[config.mk]
export PLATFORM = sky130hd
export DESIGN_NAME = swvg_div_cell
export DESIGN_NICKNAME = d
export VERILOG_FILES = /design/src/rtl/core/swvg_pkg.sv /design/src/rtl/core/swvg_div_cell.sv
export SDC_FILE = /design/constraint.sdc
export NUM_CORES = 1
export LEC_CHECK = 0
export ABC_AREA = 1
export BUFFER_PORTS_ARGS = -buffer_cell sky130_fd_sc_hd__buf_2
export CAP_MARGIN = 20
export CORE_UTILIZATION = 30
export CTS_BUF_LIST = sky130_fd_sc_hd__clkbuf_8
export DETAILED_ROUTE_END_ITERATION = 6
export PLACE_DENSITY = 0.6
export SLEW_MARGIN = 20
export SYNTH_ARGS = -nofsm -noshare
export SYNTH_HDL_FRONTEND = slang
export SYNTH_SLANG_ARGS = --single-unit
[constraint.sdc]
create_clock -name aclk -period 1.6 [get_ports aclk]
set_clock_uncertainty 0.05 [all_clocks]
set_input_delay 0.08 -clock aclk [delete_from_list [all_inputs] [get_ports aclk]]
set_output_delay 0.08 -clock aclk [all_outputs]
set_load 0.05 [all_outputs]
[src/rtl/core/swvg_pkg.sv]
package swvg_pkg;

    // Defaults for the top-level parameters
    localparam int MAX_RINGS_DEF    = 255;
    localparam int MAX_SEGMENTS_DEF = 256;
    localparam int ANGLE_BITS_DEF   = 16;

    // Register indexes on the configuration port
    localparam int CFG_IDX_W = 3;
    localparam logic [CFG_IDX_W-1:0] REG_RADIUS        = 3'd0;
    localparam logic [CFG_IDX_W-1:0] REG_RING_COUNT    = 3'd1;
    localparam logic [CFG_IDX_W-1:0] REG_SEGMENT_COUNT = 3'd2;
    localparam logic [CFG_IDX_W-1:0] REG_CENTER_X      = 3'd3;
    localparam logic [CFG_IDX_W-1:0] REG_CENTER_Y      = 3'd4;
    localparam logic [CFG_IDX_W-1:0] REG_CENTER_Z      = 3'd5;

    localparam logic [30:0] RADIUS_RESET        = 31'd65536;
    localparam int          RING_COUNT_RESET    = 16;
    localparam int          SEGMENT_COUNT_RESET = 32;
    localparam int          COUNT_MIN           = 3;

    // CORDIC constants, Q2.30
    localparam int                 CORDIC_STEPS    = 30;
    localparam int                 CORDIC_LAT      = CORDIC_STEPS + 2;
    localparam logic signed [31:0] CORDIC_GAIN_INV = 32'sd652032874;
    localparam logic [32:0]        TWO_PI_Q30      = 33'd6746518852;
    localparam int                 Q30_HALF        = 536870912;

    localparam logic signed [31:0] ATAN_Q30 [CORDIC_STEPS] = '{
        32'sd843314857, 32'sd497837829, 32'sd263043837, 32'sd133525159,
        32'sd67021687,  32'sd33543516,  32'sd16775851,  32'sd8388437,
        32'sd4194283,   32'sd2097149,   32'sd1048576,   32'sd524288,
        32'sd262144,    32'sd131072,    32'sd65536,     32'sd32768,
        32'sd16384,     32'sd8192,      32'sd4096,      32'sd2048,
        32'sd1024,      32'sd512,       32'sd256,       32'sd128,
        32'sd64,        32'sd32,        32'sd16,        32'sd8,
        32'sd4,         32'sd2
    };

    typedef struct packed {
        logic signed [31:0] x;
        logic signed [31:0] y;
        logic signed [31:0] z;
        logic        [1:0]  quad;
    } cordic_t;

endpackage

[src/rtl/core/swvg_div_cell.sv]
module swvg_div_cell
    import swvg_pkg::*;
#(
    parameter int DW = 9,
    parameter int QB = 17
) (
    input  logic          aclk,
    input  logic          en,
    input  logic [DW-1:0] divisor,
    input  logic [DW-1:0] rem_in,
    input  logic [QB-1:0] bits_in,
    output logic [DW-1:0] rem_out,
    output logic [QB-1:0] bits_out
);

    logic [DW:0]   trial;
    logic [DW:0]   diff;
    logic          ge;
    logic [DW-1:0] rem_next;
    logic [QB-1:0] bits_next;
    logic [DW-1:0] rem_reg;
    logic [QB-1:0] bits_reg;

    // Shift one numerator bit into the remainder, subtract when it fits
    always_comb begin
        trial     = {rem_in, bits_in[QB-1]};
        diff      = trial - {1'b0, divisor};
        ge        = (trial >= {1'b0, divisor});
        rem_next  = ge ? diff[DW-1:0] : trial[DW-1:0];
        bits_next = {bits_in[QB-2:0], ge};
    end

    always_ff @(posedge aclk) begin
        if (en) begin
            rem_reg  <= rem_next;
            bits_reg <= bits_next;
        end
    end

    assign rem_out  = rem_reg;
    assign bits_out = bits_reg;

endmodule

Word level (Yosys, flattened, before mapping)
Cells that the tools add are included.
- output and inout bits: 26
- word-level logic and storage cells: 5
- input port bits: 37
- flip-flop bits (word level): 26
- mux-type cells: 1
- magnitude comparators: 1
- $add $sub $neg: 1
- operators with widths (operator ; count):
    10-bit by 9-bit >= comparator with 1-bit output ; 1
    9-bit two-way mux ; 1
    9-bit subtractor ; 1

Longest topological paths before layout
Gate-level depths: netlist (run 1).
- depth in word-level cells: 2
- depth in mapped cells: 12
- mapped depth without buffers: 12

Least setup slack after synthesis (run 1)
OpenSTA, ideal clock, no wires.
- path kind: input-to-reg
- from: input port bits_in[16]
- to: register rem_reg[7] (netlist: rem_out[7]) (data pin)
- library setup time: 0.252 ns
- data required time: 1.298 ns
- arrival: 1.222 ns
- setup slack: 0.076 ns
- stages: 10
- path buffers: 0
- cell sequence: inv_1 > ha_1 > inv_1 > fa_1 > nand4_1 > nand2_2 > nand2_4 > nand2_4 > nand2_1 > nand2_1
- word-level cells in the longest chain between the ends: 2
- elaborated cells on any way between the ends: 3
- those cells by class: add/sub: 1; order compare: 1; mux: 1
- RTL lines (what ; line ; text):
    start, declared ; swvg_div_cell.sv:11 ; input logic [QB-1:0] bits_in,
    10-bit by 9-bit >= comparator with 1-bit output ; swvg_div_cell.sv:28 ; ge = (trial >= {1'b0, divisor});
    net ge ; swvg_div_cell.sv:18 ; logic ge;
    9-bit two-way mux ; swvg_div_cell.sv:29 ; rem_next = ge ? diff[DW-1:0] : trial[DW-1:0];
    net rem_next[7] ; swvg_div_cell.sv:19 ; logic [DW-1:0] rem_next;
    end signal, assigned ; swvg_div_cell.sv:35 ; rem_reg <= rem_next;
    end, declared ; swvg_div_cell.sv:21 ; logic [DW-1:0] rem_reg;
The timed path passes the listed nets, and every way through them passes these cells.
A chain may end at the register's enable or synchronous reset.

Worst setup path after layout (run 1)
- from: input port bits_in[16]
- to: register rem_reg[8] (netlist: rem_out[8]) (data pin)
- word-level cells in the longest chain between the ends: 2
- elaborated cells on any way between the ends: 3
- those cells by class: add/sub: 1; order compare: 1; mux: 1
- RTL lines (what ; line):
    9-bit subtractor / 10-bit by 9-bit >= comparator with 1-bit output (equally long branches) ; swvg_div_cell.sv:27, swvg_div_cell.sv:28
    9-bit two-way mux (*) ; swvg_div_cell.sv:29
    net rem_next[8] ; swvg_div_cell.sv:19
The timed path passes the listed nets; every way through them passes the cells marked *.

==> summary.txt, run 1 <==
Final period utilization -> 88.23%
Worst Slack Setup Final -> 0.1884 ns
Synth area leaders -> edfxtp_1 (54%), nand2_1 (13%), ha_1 (7.8%)
Endpoint, Worst Hold -> rem_out[8]$_DFFE_PP_
H-Tree Depth -> 1
NumNets Final -> 300
Sequential area share after synthesis -> 54.12%
Post-synth cell types -> 18
Max Root-Sink Buffers -> 2
Setup-failing EPs final -> 0
CP Launch Type -> input port
Dpl hpwl -> 2518 um
CTS tree -> yes
Vias in the first global route -> 1,278
PD cells -> 943.0 nW/um2
Syn_nets -> 199
Worst endpoint required time -> 1.57 ns
Cells after synthesis -> 152
Post-Syn Area -> 1443 um2
Via Count -> 1,293
Area added between synthesis and finish -> 51.60%
Static leakage -> 1.136 nW
Initial antenna violation count -> 0
Final instance area -> 2187 um2
Failing checks -> design-rule violations
Routed WL -> 3180 um
Crit path max fanout -> 3
Row count -> 24
Cell count of the worst hold path -> 3
Tmin final -> 1.412 ns
Maxcap violations -> 0
Drc violations -> 10
Post-CTS setup buffer count -> 0
Fin. Hold Viols -> 0
Initial DRC Count -> 49
Run status -> finished, violations left
#FFs+latches synth -> 26
Routability cong. -> 0.7898
IO buf count -> 62
DP Cell Count -> 284
Peak supply drop -> 313.8 uV
Largest net degree at the start of global routing -> 27
Fin util -> 48.88%
DP Area -> 1956 um2
Ant. Diodes -> 0
Worst-path clk slew -> 0.08 ns
Hold WS -> 0.1012 ns
Non-Filler Instances -> 304
Number of CTS-inserted buffers -> 3
Worst-margin pin slew -> 0.5442 ns
Hold crit path type -> input port to flip-flop
Grt total ovfl -> 0
Final-report max-slew violation count -> 0
Setup Crit Path Kind -> input port to flip-flop
GRT Total Usage -> 13.61%
Die footprint -> 5090 um2
Initial Util -> 32.24%
Routed vias/inst -> 4.253
Ports -> 63
Most frequent cells in the layout -> buf_2 (62), nand2_1 (51), edfxtp_1 (26), inv_1 (25), buf_4 (19)
Synth top area share -> 54.12%
Hold Startpoint -> rem_in[7]
Global-route wire length before repair -> 5506 um
CP endpoint kind -> flip-flop
Unrepaired setup endpoints after global routing -> false
Post-synth top area cell -> edfxtp_1
Synth Warn # -> 0
Core box area -> 4474 um2
Final ANT Viol Nets -> 0
Avg Inst Size Synth -> 9.491 um2
DR WL/cell -> 10.46 um
Worst path arrival time -> 1.39 ns
Die Y -> 71.35 um
Layout cell share with drive strength beyond 1 -> 36.51%
Fmax -> 708.4 MHz
Worst slew margin -> 63.72%
Clock Sinks -> 26
Post-Place Setup Slack -> -0.08864 ns
Commonest non-fill, non-tap cell in the layout -> buf_2
CTS Root Cell -> clkbuf_8
DRT Pass-1 Iters -> 7
Die width -> 71.35 um
## Yosys cell counts
cell type / number
a21oi_2: 1
nand3_1: 17
nor2_1: 5
nand2_2: 2
ha_1: 9
edfxtp_1: 26
nor3_2: 1
buf_2: 1
inv_1: 25
nand4_1: 2
xor2_1: 3
fa_1: 1
a21oi_4: 1
nand2_4: 2
nand3b_1: 1
clkinv_1: 1
a21oi_1: 3
nand2_1: 51
## worst max-delay path: stages
cell,delay (ns)
buf_2,0.11
inv_1,0.05
ha_1,0.13
inv_1,0.07
fa_1,0.41
nand3_1,0.10
nand3_1,0.11
nand2_1,0.09
nand2_1,0.05
nand2_1,0.05
nand2_1,0.05
nand2_1,0.05
nand2_1,0.04
## cells by family after synthesis
| family | Yosys count | share of synthesized area [%] |
|---|---|---|
| AO/OA/AOI/OAI | 5 | 2.775 |
| flip-flops | 26 | 54.12 |
| XOR/XNOR | 3 | 1.822 |
| adder cells (fa/ha/maj) | 10 | 9.194 |
| buffers and inverters | 27 | 7.111 |
| AND/OR/NAND/NOR | 81 | 24.98 |
## final cells by class
cell class	count	area [um2]
Fill cell	418	2287
Sequential cell	26	780.7
Timing Repair Buffer	97	613.1
Multi-Input combinational cell	99	559.3
Inverter	26	97.59
Tap cell	52	65.06
Clock buffer	3	41.29
Clock inverter	1	30.03
## where the power goes
group | internal, W | switching (W) | leakage [nW]
Clock | 0.000334 | 0.000189 | 0.0357
Sequential | 0.000834 | 0.0000128 | 0.254
Combinational | 0.000232 | 0.000460 | 0.846
## metrics by stage
stage | total power [W] | setup TNS [ns]
2_1_floorplan | 0.001314 | 0
3_3_place_gp | 0.001522 | -0.3006
3_5_place_dp | 0.001527 | -0.6134
4_1_cts | 0.002081 | 0
5_1_grt | 0.002172 | 0
6_report | 0.002062 | 0
## registers in the layout, indices dropped and copies added (netlist names)
register and flops:
bits_out 17, rem_out 9
## per-layer routing
metal	wire length, um	share of wire (%)	track usage, %
met5	0	0	0
met1	1400	44	16.20
met2	1517	48	24.97
met4	19	0.60	4.667
met3	244	7.7	1.969
## worst max-delay path by stage
stage                startpoint              endpoint  slack [ns]  depth (start not counted)
global placement    bits_in[16]  rem_out[8]$_DFFE_PP_       -0.05                         13
global route        bits_in[16]  rem_out[8]$_DFFE_PP_        0.05                         13
finish              bits_in[16]  rem_out[8]$_DFFE_PP_        0.19                         13
floorplan           bits_in[16]  rem_out[7]$_DFFE_PP_        0.08                         10
detailed placement  bits_in[16]  rem_out[8]$_DFFE_PP_       -0.09                         13
CTS                 bits_in[16]  rem_out[8]$_DFFE_PP_        0.20                         13
## what timing repair did
item                      4_1_cts  5_1_grt
hold buffers                   16        0
hold endpoints to repair       16        0
gates resized for setup         0        0
(Power assumes the default switching activity.)
==> run 2: changes to the inputs <==
--- a/config.mk
+++ b/config.mk
@@ -7,9 +7,9 @@
 export LEC_CHECK = 0
 export ABC_AREA = 1
 export BUFFER_PORTS_ARGS = -buffer_cell sky130_fd_sc_hd__buf_2
-export CAP_MARGIN = 20
+export CAP_MARGIN = 40
 export CORE_UTILIZATION = 30
-export CTS_BUF_LIST = sky130_fd_sc_hd__clkbuf_8
+export CTS_BUF_LIST = sky130_fd_sc_hd__clkbuf_16
 export DETAILED_ROUTE_END_ITERATION = 6
 export PLACE_DENSITY = 0.6
 export SLEW_MARGIN = 20
==> run 2 against run 1 <==
The flow still finishes with violations (design-rule violations). Combinational power about the same. Clock power grew 34%. Hold slack improved by 0.0080 ns. Fmax decreased by 0.75%. Sequential power is essentially flat. Via count down 0.15%. Non-clock buffer count did not move. Wire length up 0.97%. Sequential share of layout area fell by 0.54 points. Total power rose by 8.7%. Critical path type unchanged. Largest power group unchanged.
==> summary.txt, run 2 (synthesized netlist as in run 1, its figures left out) <==
Worst Slack Setup Final -> 0.1777 ns (was 0.1884 ns)
Most frequent cells in the layout -> buf_2 (62), nand2_1 (51), edfxtp_1 (26), inv_1 (25), buf_4 (19) (unchanged)
DR WL/cell -> 10.56 um (was 10.46 um)
CTS tree -> yes (unchanged)
CTS Root Cell -> clkbuf_16 (was clkbuf_8)
Tmin final -> 1.422 ns (was 1.412 ns)
Maxcap violations -> 0 (unchanged)
Grt total ovfl -> 0 (unchanged)
DP Cell Count -> 284 (unchanged)
Worst endpoint required time -> 1.56 ns (was 1.57 ns)
Crit path max fanout -> 3 (unchanged)
Critical path's slowest cell -> fa_1 (unchanged)
DRT Pass-1 Iters -> 6 (was 7)
Dpl hpwl -> 2518 um (unchanged)
Setup Crit Path Kind -> input port to flip-flop (unchanged)
Peak supply drop -> 297.6 uV (was 313.8 uV)
DP Area -> 1956 um2 (unchanged)
Final ANT Viol Nets -> 0 (unchanged)
Initial Util -> 32.24% (unchanged)
Area added between synthesis and finish -> 53.95% (was 51.60%)
Post-Place Setup Slack -> -0.08864 ns (unchanged)
Fin. Hold Viols -> 0 (unchanged)
Number of CTS-inserted buffers -> 3 (unchanged)
Worst path arrival time -> 1.39 ns (about the same)
Unrepaired setup endpoints after global routing -> false (unchanged)
Non-Filler Instances -> 304 (unchanged)
Run status -> finished, violations left (unchanged)
CP endpoint kind -> flip-flop (unchanged)
Worst-margin pin slew -> 0.5487 ns (was 0.5442 ns)
Die footprint -> 5090 um2 (unchanged)
PD cells -> 1009 nW/um2 (was 943.0 nW/um2)
NumNets Final -> 300 (unchanged)
Crit path cell chain -> buf_2, inv_1, ha_1, inv_1, fa_1, nand3_1, nand3_1, nand2_1, nand2_1, nand2_1, nand2_1, nand2_1, nand2_1 (unchanged)
Hold WS -> 0.1092 ns (was 0.1012 ns)
Largest register FFs -> 17 (unchanged)
Via Count -> 1,291 (was 1,293)
Register area -> 780.7 um2 (unchanged)
Failing checks -> design-rule violations (unchanged)
Tot Pwr -> 0.002241 W (was 0.002062 W)
Initial DRC Count -> 49 (unchanged)
Ant. Diodes -> 0 (unchanged)
Die width -> 71.35 um (unchanged)
Hold crit path type -> input port to flip-flop (unchanged)
Commonest non-fill, non-tap cell in the layout -> buf_2 (unchanged)
Cell count of the worst hold path -> 3 (unchanged)
Vias in the first global route -> 1,274 (was 1,278)
Slowest Stage Delay on Critical Path -> 0.41 ns (about the same)
Static leakage -> 1.151 nW (was 1.136 nW)
Final-report max-slew violation count -> 0 (unchanged)
GRT Total Usage -> 13.61% (unchanged)
Final instance area -> 2221 um2 (was 2187 um2)
Resized cells post-CTS -> 0 (unchanged)
IO buf count -> 62 (unchanged)
Routed WL -> 3211 um (was 3180 um)
Routability cong. -> 0.7898 (unchanged)
Die Y -> 71.35 um (unchanged)
Endpoint, Worst Hold -> rem_out[8]$_DFFE_PP_ (unchanged)
Hold Startpoint -> rem_in[7] (unchanged)
Initial antenna violation count -> 0 (unchanged)
Row count -> 24 (unchanged)
Ports -> 63 (unchanged)
H-Tree Depth -> 1 (unchanged)
Max Root-Sink Buffers -> 2 (unchanged)
Core box area -> 4474 um2 (unchanged)
Worst-path clk slew -> 0.06 ns (was 0.08 ns)
CP Launch Type -> input port (unchanged)
Global-route wire length before repair -> 5499 um (was 5506 um)
Routed vias/inst -> 4.247 (was 4.253)
Clock Sinks -> 26 (unchanged)
FILL cells -> 411 (was 418)
Largest net degree at the start of global routing -> 27 (unchanged)
Fmax -> 703.1 MHz (was 708.4 MHz)
Area of the multi-input gates -> 559.3 um2 (unchanged)
Setup-failing EPs final -> 0 (unchanged)
Drc violations -> 10 (unchanged)
Layout cell share with drive strength beyond 1 -> 36.51% (unchanged)
Final period utilization -> 88.89% (was 88.23%)
Cell mode on critical path -> nand2_1 (unchanged)
Worst slew margin -> 63.42% (was 63.72%)
[run 2: cell types whose count changed in the layout (fill, tap and decap cells not counted)]
cell       delta
clkbuf_16     +3
clkbuf_8      -3
[run 2: where the power goes]
part / switching [W] / internal (W)
combinational: 0.000461 / 0.000232
sequential: 0.0000131 / 0.000835
clock: 0.000203 / 0.000497
total: 0.000677 / 0.00156
[run 2: metal layers]
metal / global-route usage [%] / part of all wire, % / routed length (um)
met1: 16.20 / 43 / 1391
met2: 24.97 / 48 / 1551
met3: 1.969 / 7.8 / 250
met4: 4.667 / 0.59 / 19
met5: 0 / 0 / 0
[run 2: timing repair]
action	in CTS	in global routing
hold buffers	16	0
hold endpoints to repair	16	0
setup buffers	0	0
[run 2: cell type report]
cell class / instances / share of cell area (%)
Tap cell: 52 / 2.930
Clock buffer: 3 / 3.380
Timing Repair Buffer: 97 / 27.61
Sequential cell: 26 / 35.15
Inverter: 26 / 4.394
Clock inverter: 1 / 1.352
Multi-Input combinational cell: 99 / 25.18
[run 2: worst max-delay path by stage]
stage           startpoint                   end  slack, ns  cells past startpoint
6_report       bits_in[16]  rem_out[8]$_DFFE_PP_       0.18                     13
5_1_grt        bits_in[16]  rem_out[8]$_DFFE_PP_       0.03                     13
4_1_cts        bits_in[16]  rem_out[8]$_DFFE_PP_       0.18                     13
3_5_place_dp   bits_in[16]  rem_out[8]$_DFFE_PP_      -0.09                     13
3_3_place_gp   bits_in[16]  rem_out[8]$_DFFE_PP_      -0.05                     13
2_1_floorplan  bits_in[16]  rem_out[7]$_DFFE_PP_       0.08                     10
[run 2: stage by stage]
stage / TNS (ns) / util, %
after detailed placement: -0.6134 / 43.71
after global routing: 0 / 49.64
after global placement: -0.3006 / 43.71
after CTS: 0 / 49.64
final: 0 / 49.64
after floorplan: 0 / -
[run 2: worst max-delay path, delay by kind of cell]
| kind | cells | cell delay (ns) |
|---|---|---|
| buffers and inverters | 3 | 0.23 |
| AND/OR/NAND/NOR | 8 | 0.54 |
| adder cells (fa/ha/maj) | 2 | 0.54 |
==> run 3: changes to the inputs <==
--- a/config.mk
+++ b/config.mk
@@ -12,6 +12,7 @@
 export CTS_BUF_LIST = sky130_fd_sc_hd__clkbuf_16
 export DETAILED_ROUTE_END_ITERATION = 6
 export PLACE_DENSITY = 0.6
+export RECOVER_POWER = 100
 export SLEW_MARGIN = 20
 export SYNTH_ARGS = -nofsm -noshare
 export SYNTH_HDL_FRONTEND = slang
==> run 3 against run 2 <==
The flow still finishes with violations (design-rule violations). Final area down 1.6%. Total power down 0.70%. Wire length is 1.2% higher. Global-route usage stayed put. Core utilization down 0.81 points. Cell count did not move. Worst setup slack got worse by 0.0019 ns. Critical endpoint is now rem_out[3]$_DFFE_PP_. Largest cell class unchanged.
==> summary.txt, run 3 (synthesized netlist as in run 1, its figures left out) <==
Hold crit path type -> input port to flip-flop (unchanged)
Routed wire length on met2 -> 1562 um (was 1551 um)
Largest net degree at the start of global routing -> 27 (unchanged)
Dpl hpwl -> 2518 um (unchanged)
CP Launch Type -> input port (unchanged)
Die width -> 71.35 um (unchanged)
Routability cong. -> 0.7898 (unchanged)
Drc violations -> 10 (unchanged)
Worst path arrival time -> 1.38 ns (was 1.39 ns)
Worst slew margin -> 13.44% (was 63.42%)
Commonest non-fill, non-tap cell in the layout -> nand2_1 (was buf_2)
Slowest Stage Delay on Critical Path -> 0.41 ns (about the same)
Fmax -> 702.1 MHz (was 703.1 MHz)
Worst-margin pin slew -> 1.298 ns (was 0.5487 ns)
Worst-path clk slew -> 0.06 ns (about the same)
Routed vias/inst -> 4.253 (was 4.247)
Number of CTS-inserted buffers -> 3 (unchanged)
Tmin final -> 1.424 ns (was 1.422 ns)
H-Tree Depth -> 1 (unchanged)
Final ANT Viol Nets -> 0 (unchanged)
Setup-failing EPs final -> 0 (unchanged)
Static leakage -> 1.077 nW (was 1.151 nW)
Max Root-Sink Buffers -> 2 (unchanged)
DP Cell Count -> 284 (unchanged)
Global-route wire length before repair -> 5499 um (unchanged)
Core box area -> 4474 um2 (unchanged)
Largest register FFs -> 17 (unchanged)
Ports -> 63 (unchanged)
Final-report max-slew violation count -> 0 (unchanged)
Grt total ovfl -> 0 (unchanged)
GRT Total Usage -> 13.61% (unchanged)
Crit path cell chain -> buf_2, inv_1, ha_1, inv_1, fa_1, nand4_1, nand2_1, nand2_4, nand2_4, nand2_1, nand2_1 (was buf_2, inv_1, ha_1, inv_1, fa_1, nand3_1, nand3_1, nand2_1, nand2_1, nand2_1, nand2_1, nand2_1, nand2_1)
Worst path bufs/invs -> 3 (unchanged)
Peak supply drop -> 292.2 uV (was 297.6 uV)
CP endpoint kind -> flip-flop (unchanged)
Clock Sinks -> 26 (unchanged)
Met3 WL post-DR -> 284 um (was 250 um)
Run status -> finished, violations left (unchanged)
DR top layer -> met4 (unchanged)
Post-Place Setup Slack -> -0.08864 ns (unchanged)
Worst endpoint required time -> 1.56 ns (about the same)
Via Count -> 1,293 (was 1,291)
Critical path's slowest cell -> fa_1 (unchanged)
Die Y -> 71.35 um (unchanged)
Fin. Hold Viols -> 0 (unchanged)
Setup Crit Path Kind -> input port to flip-flop (unchanged)
Layout cell share with drive strength beyond 1 -> 25.40% (was 36.51%)
Failing checks -> design-rule violations (unchanged)
WL met1 -> 1381 um (was 1391 um)
Maxcap violations -> 0 (unchanged)
DR WL/cell -> 10.68 um (was 10.56 um)
Row count -> 24 (unchanged)
Worst path top cell family by delay -> adder cells (unchanged)
CTS Root Cell -> clkbuf_16 (unchanged)
CTS tree -> yes (unchanged)
Cell mode on critical path -> nand2_1 (unchanged)
Hold WS -> 0.1091 ns (was 0.1092 ns)
Final period utilization -> 89.01% (was 88.89%)
Ant. Diodes -> 0 (unchanged)
Fin util -> 48.83% (was 49.64%)
DRT Pass-1 Iters -> 6 (unchanged)
Vias in the first global route -> 1,274 (unchanged)
Non-Filler Instances -> 304 (unchanged)
Routed WL -> 3248 um (was 3211 um)
IO buf count -> 62 (unchanged)
Crit path max fanout -> 10 (was 3)
Initial antenna violation count -> 0 (unchanged)
Die footprint -> 5090 um2 (unchanged)
Resized cells post-CTS -> 0 (unchanged)
Area added between synthesis and finish -> 51.43% (was 53.95%)
Worst Slack Setup Final -> 0.1758 ns (was 0.1777 ns)
Most frequent cells in the layout -> nand2_1 (52), buf_2 (35), clkbuf_1 (27), edfxtp_1 (26), inv_1 (25) (was buf_2 (62), nand2_1 (51), edfxtp_1 (26), inv_1 (25), buf_4 (19))
PD cells -> 1019 nW/um2 (was 1009 nW/um2)
Unrepaired setup endpoints after global routing -> false (unchanged)
Initial Util -> 32.24% (unchanged)
NumNets Final -> 300 (unchanged)
Initial DRC Count -> 66 (was 49)
-- run 3: cell count changes in the layout (fill, tap and decap cells not counted) --
cell      change
clkbuf_1     +27
nand2_1       +1
buf_2        -27
nand2_2       -1
-- run 3: path summary, 6_finish.rpt --
check / startpoint / to / slack, ns / cells after the start
worst max-delay path: bits_in[16] / rem_out[3]$_DFFE_PP_ / 0.18 / 11
worst min-delay path: rem_in[7] / rem_out[8]$_DFFE_PP_ / 0.11 / 3
-- run 3: power by group --
part           switching, W  leakage [nW]  total (W)  internal (W)
logic              0.000461         0.772   0.000673      0.000212
clock network      0.000204        0.0511   0.000701      0.000497
registers         0.0000154         0.254   0.000851      0.000836
total              0.000681          1.08    0.00223       0.00154
-- run 3: area by class of cell --
| class | instances | area (um2) |
|---|---|---|
| Fill cell | 426 | 2290 |
| Sequential cell | 26 | 780.7 |
| Multi-Input combinational cell | 99 | 556.8 |
| Inverter | 26 | 97.59 |
| Clock inverter | 1 | 30.03 |
| Timing Repair Buffer | 97 | 579.3 |
| Tap cell | 52 | 65.06 |
| Clock buffer | 3 | 75.07 |
-- run 3: through the flow --
stage          area, um2  power, W  TNS, ns
6_report            2185  0.002225        0
5_1_grt             2185  0.002338        0
4_1_cts             2221  0.002265        0
3_5_place_dp        1956  0.001527  -0.6134
3_3_place_gp        1956  0.001522  -0.3006
2_1_floorplan       1443  0.001314        0
-- run 3: what timing repair did --
item / 4_1_cts / 5_1_grt
buffers inserted: 0 / 0
setup endpoints to repair: 0 / 0
hold buffers: 16 / 0
endpoints found under the hold margin: 16 / 0
-- run 3: routing by layer --
metal  vias to the layer above  GRT usage (%)
met3                         2          1.969
met1                       549          16.20
li1                        692              -
met4                         0          4.667
met5                         -              0
met2                        50          24.97
